==> config.mk <==
export PLATFORM = sky130hd
export DESIGN_NAME = button_autorepeat_priority_flat
export DESIGN_NICKNAME = d
export VERILOG_FILES = /design/src/rtl/brp_pkg.sv /design/src/rtl/brp_poll_if.sv /design/src/rtl/brp_move_if.sv /design/src/rtl/button_autorepeat_priority.sv /design/src/rtl/brp_button.sv /design/src/flat_wrapper.sv
export SDC_FILE = /design/constraint.sdc
export NUM_CORES = 1
export LEC_CHECK = 0
export ABC_AREA = 1
export BUFFER_PORTS_ARGS = -buffer_cell sky130_fd_sc_hd__buf_4
export CORE_UTILIZATION = 38
export CTS_CLUSTER_DIAMETER = 30
export DETAILED_ROUTE_END_ITERATION = 10
export PLACE_DENSITY = 0.66
export SETUP_SLACK_MARGIN = 0.3
export SLEW_MARGIN = 5
export SYNTH_ARGS = -nofsm -noshare
export SYNTH_HDL_FRONTEND = slang
export SYNTH_SLANG_ARGS = --single-unit
==> constraint.sdc <==
create_clock -name clk -period 3.5 [get_ports clk]
set_input_delay 0.525 -clock clk [delete_from_list [all_inputs] [get_ports clk]]
set_output_delay 0.525 -clock clk [all_outputs]
set_load 0.1 [all_outputs]
==> src/rtl/brp_pkg.sv <==
// Shared types and constants for the button autorepeat block.
`timescale 1ns / 1ps

package brp_pkg;

  localparam int NOW_W  = 32;
  localparam int INTV_W = 16;
  localparam int CODE_W = 4;

  localparam logic [CODE_W-1:0] CODE_NONE   = 4'd0;
  localparam logic [CODE_W-1:0] CODE_RIGHT  = 4'd1;
  localparam logic [CODE_W-1:0] CODE_LEFT   = 4'd2;
  localparam logic [CODE_W-1:0] CODE_DOWN   = 4'd4;
  localparam logic [CODE_W-1:0] CODE_ROTATE = 4'd8;

  localparam logic [INTV_W-1:0] INIT_DELAY_RST      = 16'd300;
  localparam logic [INTV_W-1:0] REPEAT_RATE_RST     = 16'd100;
  localparam logic [INTV_W-1:0] DOWN_INIT_DELAY_RST = 16'd300;
  localparam logic [INTV_W-1:0] DOWN_REPEAT_RST     = 16'd50;

  typedef enum logic [1:0] {
    REG_INIT_DELAY      = 2'd0,
    REG_REPEAT_RATE     = 2'd1,
    REG_DOWN_INIT_DELAY = 2'd2,
    REG_DOWN_REPEAT     = 2'd3
  } reg_idx_t;

  // per-button control from the priority logic
  typedef struct packed {
    logic en;
    logic pressed;
  } btn_ctl_t;

endpackage

==> src/rtl/brp_poll_if.sv <==
// Input channel: one poll item with time stamp and button levels.
`timescale 1ns / 1ps

interface brp_poll_if import brp_pkg::*; ();
  logic             valid;
  logic             ready;
  logic [NOW_W-1:0] now_ms;
  logic             left_level;
  logic             right_level;
  logic             up_level;
  logic             down_level;

  modport source (output valid, now_ms, left_level, right_level, up_level, down_level,
                  input ready);
  modport sink (input valid, now_ms, left_level, right_level, up_level, down_level,
                output ready);
endinterface

==> src/rtl/brp_move_if.sv <==
// Output channel: one move item per poll.
`timescale 1ns / 1ps

interface brp_move_if import brp_pkg::*; ();
  logic              valid;
  logic              ready;
  logic [CODE_W-1:0] move_code;

  modport source (output valid, move_code, input ready);
  modport sink (input valid, move_code, output ready);
endinterface

==> src/rtl/button_autorepeat_priority.sv <==
// Top level: four-button autorepeat with fixed priority and APB registers.
`timescale 1ns / 1ps

// Takes one poll item per cycle while poll.ready is high and returns one move
// item per poll: the poll passes through the input register, then the priority
// and repeat logic writes the result register and the button state together.
// Polls keep flowing back to back while the output is taken every cycle; a
// stalled result holds the input register, which then blocks after one more
// poll. Buttons are ranked down, up, then right and left as equals; right and
// left held together give no move. Register changes apply to intervals loaded
// afterwards.
module button_autorepeat_priority import brp_pkg::*; (
  input  logic        clk,
  input  logic        rst,
  brp_poll_if.sink    poll,
  brp_move_if.source  move,
  input  logic        psel,
  input  logic        penable,
  input  logic        pwrite,
  input  logic [3:0]  paddr,
  input  logic [31:0] pwdata,
  output logic [31:0] prdata,
  output logic        pready
);

  logic [INTV_W-1:0] init_delay;
  logic [INTV_W-1:0] repeat_rate;
  logic [INTV_W-1:0] down_init_delay;
  logic [INTV_W-1:0] down_repeat;
  reg_idx_t          reg_sel;

  assign pready  = 1'b1;
  assign reg_sel = reg_idx_t'(paddr[3:2]);

  always_ff @(posedge clk) begin
    if (rst) begin
      init_delay      <= INIT_DELAY_RST;
      repeat_rate     <= REPEAT_RATE_RST;
      down_init_delay <= DOWN_INIT_DELAY_RST;
      down_repeat     <= DOWN_REPEAT_RST;
    end else if (psel && penable && pwrite) begin
      case (reg_sel)
        REG_INIT_DELAY:      init_delay      <= pwdata[INTV_W-1:0];
        REG_REPEAT_RATE:     repeat_rate     <= pwdata[INTV_W-1:0];
        REG_DOWN_INIT_DELAY: down_init_delay <= pwdata[INTV_W-1:0];
        REG_DOWN_REPEAT:     down_repeat     <= pwdata[INTV_W-1:0];
        default: ;
      endcase
    end
  end

  always_comb begin
    case (reg_sel)
      REG_INIT_DELAY:      prdata = {16'b0, init_delay};
      REG_REPEAT_RATE:     prdata = {16'b0, repeat_rate};
      REG_DOWN_INIT_DELAY: prdata = {16'b0, down_init_delay};
      REG_DOWN_REPEAT:     prdata = {16'b0, down_repeat};
      default:             prdata = '0;
    endcase
  end

  // input register
  logic             in_valid;
  logic [NOW_W-1:0] in_now;
  logic             in_left_p;
  logic             in_right_p;
  logic             in_up_p;
  logic             in_down_p;
  logic             advance;

  // result register
  logic              out_valid;
  logic [CODE_W-1:0] out_code;

  assign advance    = in_valid && (!out_valid || move.ready);
  assign poll.ready = !in_valid || advance;

  always_ff @(posedge clk) begin
    if (rst) begin
      in_valid <= 1'b0;
    end else if (poll.ready) begin
      in_valid <= poll.valid;
    end
  end

  always_ff @(posedge clk) begin
    if (poll.valid && poll.ready) begin
      in_now     <= poll.now_ms;
      in_left_p  <= !poll.left_level;
      in_right_p <= !poll.right_level;
      in_up_p    <= !poll.up_level;
      in_down_p  <= !poll.down_level;
    end
  end

  btn_ctl_t ctl_down, ctl_up, ctl_right, ctl_left;
  logic     fire_down, fire_up, fire_right, fire_left;
  logic     lr_ok;
  logic [CODE_W-1:0] code_next;

  assign lr_ok = !in_down_p && !in_up_p && !(in_left_p && in_right_p);

  assign ctl_down  = '{en: advance, pressed: in_down_p};
  assign ctl_up    = '{en: advance && !in_down_p, pressed: in_up_p};
  assign ctl_right = '{en: advance && lr_ok, pressed: in_right_p};
  assign ctl_left  = '{en: advance && lr_ok, pressed: in_left_p};

  brp_button u_down (
    .clk(clk), .rst(rst), .ctl(ctl_down), .now_ms(in_now),
    .reload(down_init_delay), .rate(down_repeat), .fire(fire_down)
  );
  brp_button u_up (
    .clk(clk), .rst(rst), .ctl(ctl_up), .now_ms(in_now),
    .reload(init_delay), .rate(repeat_rate), .fire(fire_up)
  );
  brp_button u_right (
    .clk(clk), .rst(rst), .ctl(ctl_right), .now_ms(in_now),
    .reload(init_delay), .rate(repeat_rate), .fire(fire_right)
  );
  brp_button u_left (
    .clk(clk), .rst(rst), .ctl(ctl_left), .now_ms(in_now),
    .reload(init_delay), .rate(repeat_rate), .fire(fire_left)
  );

  always_comb begin
    if (in_down_p) begin
      code_next = fire_down ? CODE_DOWN : CODE_NONE;
    end else if (in_up_p) begin
      code_next = fire_up ? CODE_ROTATE : CODE_NONE;
    end else if (!lr_ok) begin
      code_next = CODE_NONE;
    end else begin
      code_next = (fire_right ? CODE_RIGHT : CODE_NONE) |
                  (fire_left ? CODE_LEFT : CODE_NONE);
    end
  end

  always_ff @(posedge clk) begin
    if (rst) begin
      out_valid <= 1'b0;
    end else if (advance) begin
      out_valid <= 1'b1;
    end else if (move.ready) begin
      out_valid <= 1'b0;
    end
  end

  always_ff @(posedge clk) begin
    if (advance) begin
      out_code <= code_next;
    end
  end

  assign move.valid     = out_valid;
  assign move.move_code = out_code;

  a_adv_fills: assert property (@(posedge clk) disable iff (rst)
    advance |=> out_valid)
    else $error("result register not loaded after advance");

  a_down_code: assert property (@(posedge clk) disable iff (rst)
    (advance && in_down_p) |=> (out_code == CODE_NONE || out_code == CODE_DOWN))
    else $error("down held but other move reported");

  a_lr_block: assert property (@(posedge clk) disable iff (rst)
    (advance && !in_down_p && !in_up_p && in_left_p && in_right_p) |=>
      (out_code == CODE_NONE))
    else $error("right and left together produced a move");

  a_code_onehot: assert property (@(posedge clk) disable iff (rst)
    out_valid |-> $onehot0(out_code))
    else $error("move code not one-hot");

endmodule

==> src/rtl/brp_button.sv <==
// Per-button repeat state: event time, interval and released flag.
`timescale 1ns / 1ps

module brp_button import brp_pkg::*; (
  input  logic              clk,
  input  logic              rst,
  input  btn_ctl_t          ctl,
  input  logic [NOW_W-1:0]  now_ms,
  input  logic [INTV_W-1:0] reload,
  input  logic [INTV_W-1:0] rate,
  output logic              fire
);

  logic [NOW_W-1:0]  last_time;
  logic [INTV_W-1:0] interval;
  logic              released;
  logic [NOW_W-1:0]  elapsed;
  logic              expired;

  assign elapsed = now_ms - last_time;
  assign expired = elapsed > {{(NOW_W-INTV_W){1'b0}}, interval};
  assign fire    = ctl.pressed && (released || expired);

  always_ff @(posedge clk) begin
    if (rst) begin
      last_time <= '0;
      interval  <= INIT_DELAY_RST;
      released  <= 1'b1;
    end else if (ctl.en) begin
      if (ctl.pressed) begin
        if (released) begin
          released <= 1'b0;
        end else if (expired) begin
          last_time <= now_ms;
          interval  <= rate;
        end
      end else begin
        last_time <= now_ms;
        if (!released) begin
          released <= 1'b1;
          interval <= reload;
        end
      end
    end
  end

endmodule
==> src/flat_wrapper.sv <==
// flat-port wrapper written by rule: the top's interface ports become plain ports
module button_autorepeat_priority_flat import brp_pkg::*;
  (clk, rst, psel, penable, pwrite, paddr, pwdata, prdata, pready, poll_valid, poll_now_ms, poll_left_level, poll_right_level, poll_up_level, poll_down_level, poll_ready, move_valid, move_move_code, move_ready);
  brp_poll_if poll_i ();
  brp_move_if move_i ();
  input  logic clk;
  input  logic rst;
  input  logic psel;
  input  logic penable;
  input  logic pwrite;
  input  logic [3:0] paddr;
  input  logic [31:0] pwdata;
  output logic [31:0] prdata;
  output logic pready;
  input wire logic [$bits(poll_i.valid)-1:0] poll_valid;
  input wire logic [$bits(poll_i.now_ms)-1:0] poll_now_ms;
  input wire logic [$bits(poll_i.left_level)-1:0] poll_left_level;
  input wire logic [$bits(poll_i.right_level)-1:0] poll_right_level;
  input wire logic [$bits(poll_i.up_level)-1:0] poll_up_level;
  input wire logic [$bits(poll_i.down_level)-1:0] poll_down_level;
  output wire logic [$bits(poll_i.ready)-1:0] poll_ready;
  output wire logic [$bits(move_i.valid)-1:0] move_valid;
  output wire logic [$bits(move_i.move_code)-1:0] move_move_code;
  input wire logic [$bits(move_i.ready)-1:0] move_ready;
  assign poll_i.valid = poll_valid;
  assign poll_i.now_ms = poll_now_ms;
  assign poll_i.left_level = poll_left_level;
  assign poll_i.right_level = poll_right_level;
  assign poll_i.up_level = poll_up_level;
  assign poll_i.down_level = poll_down_level;
  assign poll_ready = poll_i.ready;
  assign move_valid = move_i.valid;
  assign move_move_code = move_i.move_code;
  assign move_i.ready = move_ready;
  button_autorepeat_priority u_core (.clk(clk), .rst(rst), .poll(poll_i), .move(move_i), .psel(psel), .penable(penable), .pwrite(pwrite), .paddr(paddr), .pwdata(pwdata), .prdata(prdata), .pready(pready));
endmodule
## After elaboration in Yosys (flattened, before gate mapping)

Cells that the tools add are included.

- Flip-flop bits (word level): 302
- Output and inout bits: 39

- $lt $le $gt $ge: 4
- Bitwise logic cells: 5
- Muxes and demuxes: 42
- Equality and inequality tests: 11
- $add $sub $neg: 4
- Reductions and logical operators: 42

Operator list:

| cell | number |
|---|---|
| $mux 32 | 12 |
| $mux 16 | 16 |
| $gt 32x16->1 | 4 |
| $pmux 32 s4 | 1 |
| $sub 32x32->32 | 4 |
| $reduce_and 3->1 | 8 |
| $mux 4 | 4 |
| $ne 2x2->1 const B | 8 |
| $logic_and 1x1->1 | 13 |
| $logic_not 1->1 | 9 |
| $reduce_and 2->1 | 4 |
| $mux 1 | 7 |
| $logic_or 1x1->1 | 6 |
| $eq 2x2->1 const B | 2 |
| $not 1->1 | 4 |
| $or 4x4->4 | 1 |
| $mux 3 | 1 |
| $eq 2x1->1 const B | 1 |
| $logic_not 2->1 | 1 |
| $mux 2 | 1 |
| $reduce_bool 2->1 | 1 |

## Depth between registers and ports, before layout

- Depth in word-level cells: 9
- Depth in mapped cells: 30
- Gate-level depth less buffers: 28

## Cells and area by module

Synthesis repeated with hierarchy kept, for this count alone.

- Cell total of the unflattened synthesis: 4,366
- Area total of the unflattened synthesis: 25,373.1 µm²

Modules (own cells, without submodules):

| module | sequential area each (µm²) | area each (µm²) | cells an instance | times used |
|---|---|---|---|---|
| brp_button (u_core.u_left ...) | 980.9 | 5,201.2 | 946 | 2 |
| brp_button (u_core.u_down) | 980.9 | 5,273.8 | 967 | 1 |
| brp_button (u_core.u_up) | 980.9 | 5,272.6 | 969 | 1 |
| button_autorepeat_priority | 2,522.4 | 4,424.2 | 538 | 1 |

## Worst setup path before layout

Ideal clock, no wire load.

- Path type: input -> output
- Start point: input port paddr[3]
- End point: output port prdata[0]
- Data arrival time: 3.084 ns
- Stages: 4
- Path slack: -0.109 ns
- Path buffers: 1
- Path through: nor2_1 -> inv_1 -> clkbuf_1 -> o21ai_0

- Longest elaborated chain between the ends: 2
- Elaborated cells between the ends (all ways): 5
- Those cells by class: eq/ne (3); mux (1); reduce/logical (1)

Ends and longest elaborated chain:

| item | RTL line | text |
|---|---|---|
| start, declared | flat_wrapper.sv:11 | `input logic [3:0] paddr;` |
| $eq 2x2->1, or another cell as far along | button_autorepeat_priority.sv:53 | `case (reg_sel)` |
| $pmux 32 s4 * | button_autorepeat_priority.sv:53 |  |
| end, declared | flat_wrapper.sv:13 | `output logic [31:0] prdata;` |

Every way passes the cells marked *; elsewhere a longest branch is shown, timed or not. The select of a mux whose other input is x is not followed.

## Worst setup path after layout

- Start point: register u_core.in_now[10]
- End point: register u_core.u_left.last_time[12]

- Longest elaborated chain between the ends: 4

Ends and longest elaborated chain:

| item | RTL line | text |
|---|---|---|
| start, declared | button_autorepeat_priority.sv:64 | `logic [NOW_W-1:0] in_now;` |
| start signal, assigned | button_autorepeat_priority.sv:88 | `in_now <= poll.now_ms;` |
| $sub 32x32->32 | brp_button.sv:20 | `assign elapsed = now_ms - last_time;` |
| $gt 32x16->1 | brp_button.sv:21 | `assign expired = elapsed > {{(NOW_W-INTV_W){1'b0}}, interval};` |
| $ne 2x2->1 (no line) | -- |  |
| $reduce_and 3->1 (no line) | -- |  |
| end signal, assigned | brp_button.sv:34 | `last_time <= now_ms;` |
| end signal, assigned | brp_button.sv:38 | `last_time <= now_ms;` |
| end, declared | brp_button.sv:14 | `logic [NOW_W-1:0] last_time;` |

No other way between the ends.
A chain may end at the register's enable or synchronous reset.

==> flow_metrics.env <==
export IMPL_synth_cells=4244
export IMPL_post_place_ws_ps=-708.5
export IMPL_endpoint_kind="register"
export IMPL_status="complete, but fails checks"
export IMPL_postSynth_asyncResetShare_pct=0
export IMPL_synth_edf_count=40
export IMPL_hold_class="input pin to register"
export IMPL_rows=93
export IMPL_die_w_microns=258.0
export IMPL_crit_fanout=7
export IMPL_n_antenna_cell=0
export IMPL_slew_violations=0
export IMPL_hold_viol=0
export IMPL_setup_viol=196
export IMPL_grt_overflow=0
export IMPL_core_region_area_sq_um=64580
export IMPL_path_class="register to register"
export IMPL_synthMuxAreaShare_pct=0
export IMPL_route_antenna_remaining_nets=0
export IMPL_track_usage_pct=25.87
export IMPL_grt_pass1_vias=26420
export IMPL_ys_ff_latch=302
export IMPL_cp_common_cell="nand2_2"
export IMPL_wl_microns=91380
export IMPL_crit_path_start_kind="register"
export IMPL_ir_drop_mv=0.3973
export IMPL_worst_slew_pin_slew_ps=1096
export IMPL_place_gp_congestion=0.9699
export IMPL_synthTopCellsByArea="dfxtp_1 (21%), nand2_1 (21%), inv_1 (11%)"
export IMPL_die_y_microns=258.0
export IMPL_io_pins=118
export IMPL_synth_fa_ha_area_share_pct=9.765
export IMPL_cp_arrival_ps=4510
export IMPL_synth_area_sq_um=24910
export IMPL_dp_hpwl_microns=64230
export IMPL_cts_sinks=302
export IMPL_skew_ps=62.34
export IMPL_nets=5036
export IMPL_vias_per_cell=4.966
export IMPL_io_buffers=82
export IMPL_syn_mean_instance_area_sq_um=5.869
export IMPL_crit_slowest_cell="edfxtp_1"
export IMPL_post_route_drc_count=0
export IMPL_grt_first_pass_wirelength_microns=136600
export IMPL_share_comb_of_total_power_pct=24.9
export IMPL_fin_area_sq_um=35180
export IMPL_violations="setup timing"
export IMPL_fmax_ghz=0.2507
export IMPL_cts_root_buf="clkbuf_16"
export IMPL_p_switching_w=0.004936
export IMPL_drive_gt1_share_pct=23.01
export IMPL_slowest_delay_ps=450
export IMPL_slew_headroom_pct=26.77
export IMPL_power_density_nw_per_um2=450.5
export IMPL_antenna_found_initial=1
export IMPL_clock_path_buffers=3
export IMPL_h_tree_depth=3
export IMPL_seqPwrFrac_pct=23.6
export IMPL_min_period_ps=3988
export IMPL_ys_seq_area_share_pct=25.88
export IMPL_cap_violations=0
export IMPL_firstDrtPassIters=5
export IMPL_synth_simple_area_share_pct=37.07
export IMPL_internal_power_w=0.01091
export IMPL_yosys_area_share_xor_xnor_pct=2.110
export IMPL_vias=28270
export IMPL_synth_compound_area_share_pct=9.966
export IMPL_wl_per_cell_microns=16.05
export IMPL_p_leak_nw=19.11
export IMPL_area_delta_synth_final_pct=41.24
export IMPL_synth_top_cell_area_share_pct=21.06
export IMPL_cts_hold_buf=0
export IMPL_p_sw_share_pct=31.14
export IMPL_synth_top_family_by_area="simple AND/OR/NAND/NOR gates"
export IMPL_tritoncts="built"
export IMPL_synth_cell_types=41
export IMPL_drt_initial_drc_count=1996
export IMPL_worstPathRequired_ps=4020
export IMPL_rsz0062_at_grt="yes"
export IMPL_cts_inserted_buffers=85
export IMPL_start_util_pct=38.57
export IMPL_synth_area_leader_cell="dfxtp_1"
export IMPL_path_clk_slew_ps=40
export IMPL_ys_warn_count=0
export IMPL_dieArea_sq_um=66570
export IMPL_placed_area_sq_um=29120
export IMPL_insertion_delay_ps=650
export IMPL_final_setup_worst_slack_ps=-488.2
export IMPL_grt_max_degree=78
export IMPL_ys_flop_type="dfxtp_1"
export IMPL_final_setup_tns_ps=-69050
export IMPL_clkPwrFrac_pct=51.5
export IMPL_period_share_pct=113.9
## state kept, by name, indices dropped and copies added (netlist names), 4 cells and up
name                      count
u_core.u_up.interval         16
u_core.u_down.last_time      32
u_core.u_down.interval       16
u_core.u_left.last_time      32
u_core.u_right.last_time     32
u_core.u_right.interval      16
u_core.down_repeat           16
u_core.repeat_rate           16
u_core.move.move_code         4
u_core.down_init_delay       16
u_core.in_now                32
u_core.u_left.interval       16
u_core.u_up.last_time        32
u_core.init_delay            16
## critical path, delay by kind of cell (launching register included)
family          cells  cell delay [ps]
buf+inv             6              860
fa+ha+maj           2              500
flops               1              450
simple gates       15             1370
xor+xnor            1              160
compound gates      4              530
## through the flow
step	std cells	power [W]	utilization, %	hold WS, ps
floorplan	4259	0.005933	-	439.6
global placement	5436	0.007139	45.10	459.6
detailed placement	5436	0.007175	45.10	462.9
CTS	5665	0.01561	52.64	45.66
global route	5692	0.01651	54.47	50.63
finish	5692	0.01585	54.47	72.01
## power by group through the flow
stage	combinational [W]	clock [W]	sequential (W)
6_report	0.00395	0.00815	0.00374
3_5_place_dp	0.00338	0	0.00380
3_3_place_gp	0.00334	0	0.00380
2_1_floorplan	0.00214	0	0.00380
4_1_cts	0.00366	0.00821	0.00374
5_1_grt	0.00433	0.00843	0.00375
## cells in the final DEF (no fill, tap or decap), types with 6 or more instances in the layout
master / instances
nor3_1: 9
xor2_1: 30
nor2_1: 441
clkinv_2: 16
a21oi_1: 271
o21ai_1: 7
clkbuf_1: 14
bufinv_16: 13
nand2_2: 90
and2_1: 12
edfxtp_1: 40
conb_1: 17
o21bai_1: 6
ha_1: 135
clkbuf_16: 89
nand3_1: 276
buf_12: 17
buf_16: 15
nand4_1: 32
inv_1: 716
xor2_2: 22
o211ai_1: 10
ha_2: 7
inv_4: 7
clkbuf_8: 11
buf_4: 496
ha_4: 46
a21oi_2: 39
nand2_1: 1283
o21ai_0: 132
nand3_2: 74
nand2_4: 18
buf_6: 39
nor2_2: 24
inv_2: 42
dfxtp_1: 262
## cell usage after synthesis (24+ instances only)
cell type	count
ha_1	188
xor2_1	55
inv_1	738
nand3_1	352
a21oi_1	310
dfxtp_1	262
o21ai_0	139
clkbuf_1	74
inv_2	24
nand4_1	32
buf_6	32
nand2_1	1385
nor2_1	466
edfxtp_1	40
## cell type report
type                            count  area (sq um)
Clock buffer                      110          2331
Clock inverter                     49         714.4
Fill cell                        6065         29400
Inverter                          766          2888
Multi-Input combinational cell   3035         16650
Sequential cell                   302          6446
Tap cell                          855          1070
Timing Repair Buffer              575          5076
## repair_timing
item,4_1_cts,5_1_grt
gates cloned,12,5
pin swaps,89,120
resized for setup,204,210
buffers inserted,58,22
setup endpoints to repair,196,196
## cells by family after synthesis
logic type,Yosys count
AO/OA/AOI/OAI,479
XOR/XNOR,60
adder cells (fa/ha/maj),192
buffers and inverters,922
flip-flops,302
other,2
AND/OR/NAND/NOR,2287
## worst paths after layout
check / slack, ps / cells past startpoint / startpoint / end
max reg2reg: -490 / 28 / u_core.in_now[10] / u_core.u_left.last_time[12]
min reg2reg: 480 / 2 / u_core.down_init_delay[15] / u_core.down_init_delay[15]
min: 70 / 1 / poll_now_ms[15] / u_core.in_now[15]
max: -490 / 28 / u_core.in_now[10] / u_core.u_left.last_time[12]
## layer usage
metal | routed length, microns | track usage [%]
met3 | 5336 | 3.543
met5 | 0 | 0
met4 | 5009 | 13.21
met1 | 37510 | 31.41
met2 | 43520 | 44.48
Note: power is estimated with default switching activity, not from simulation.
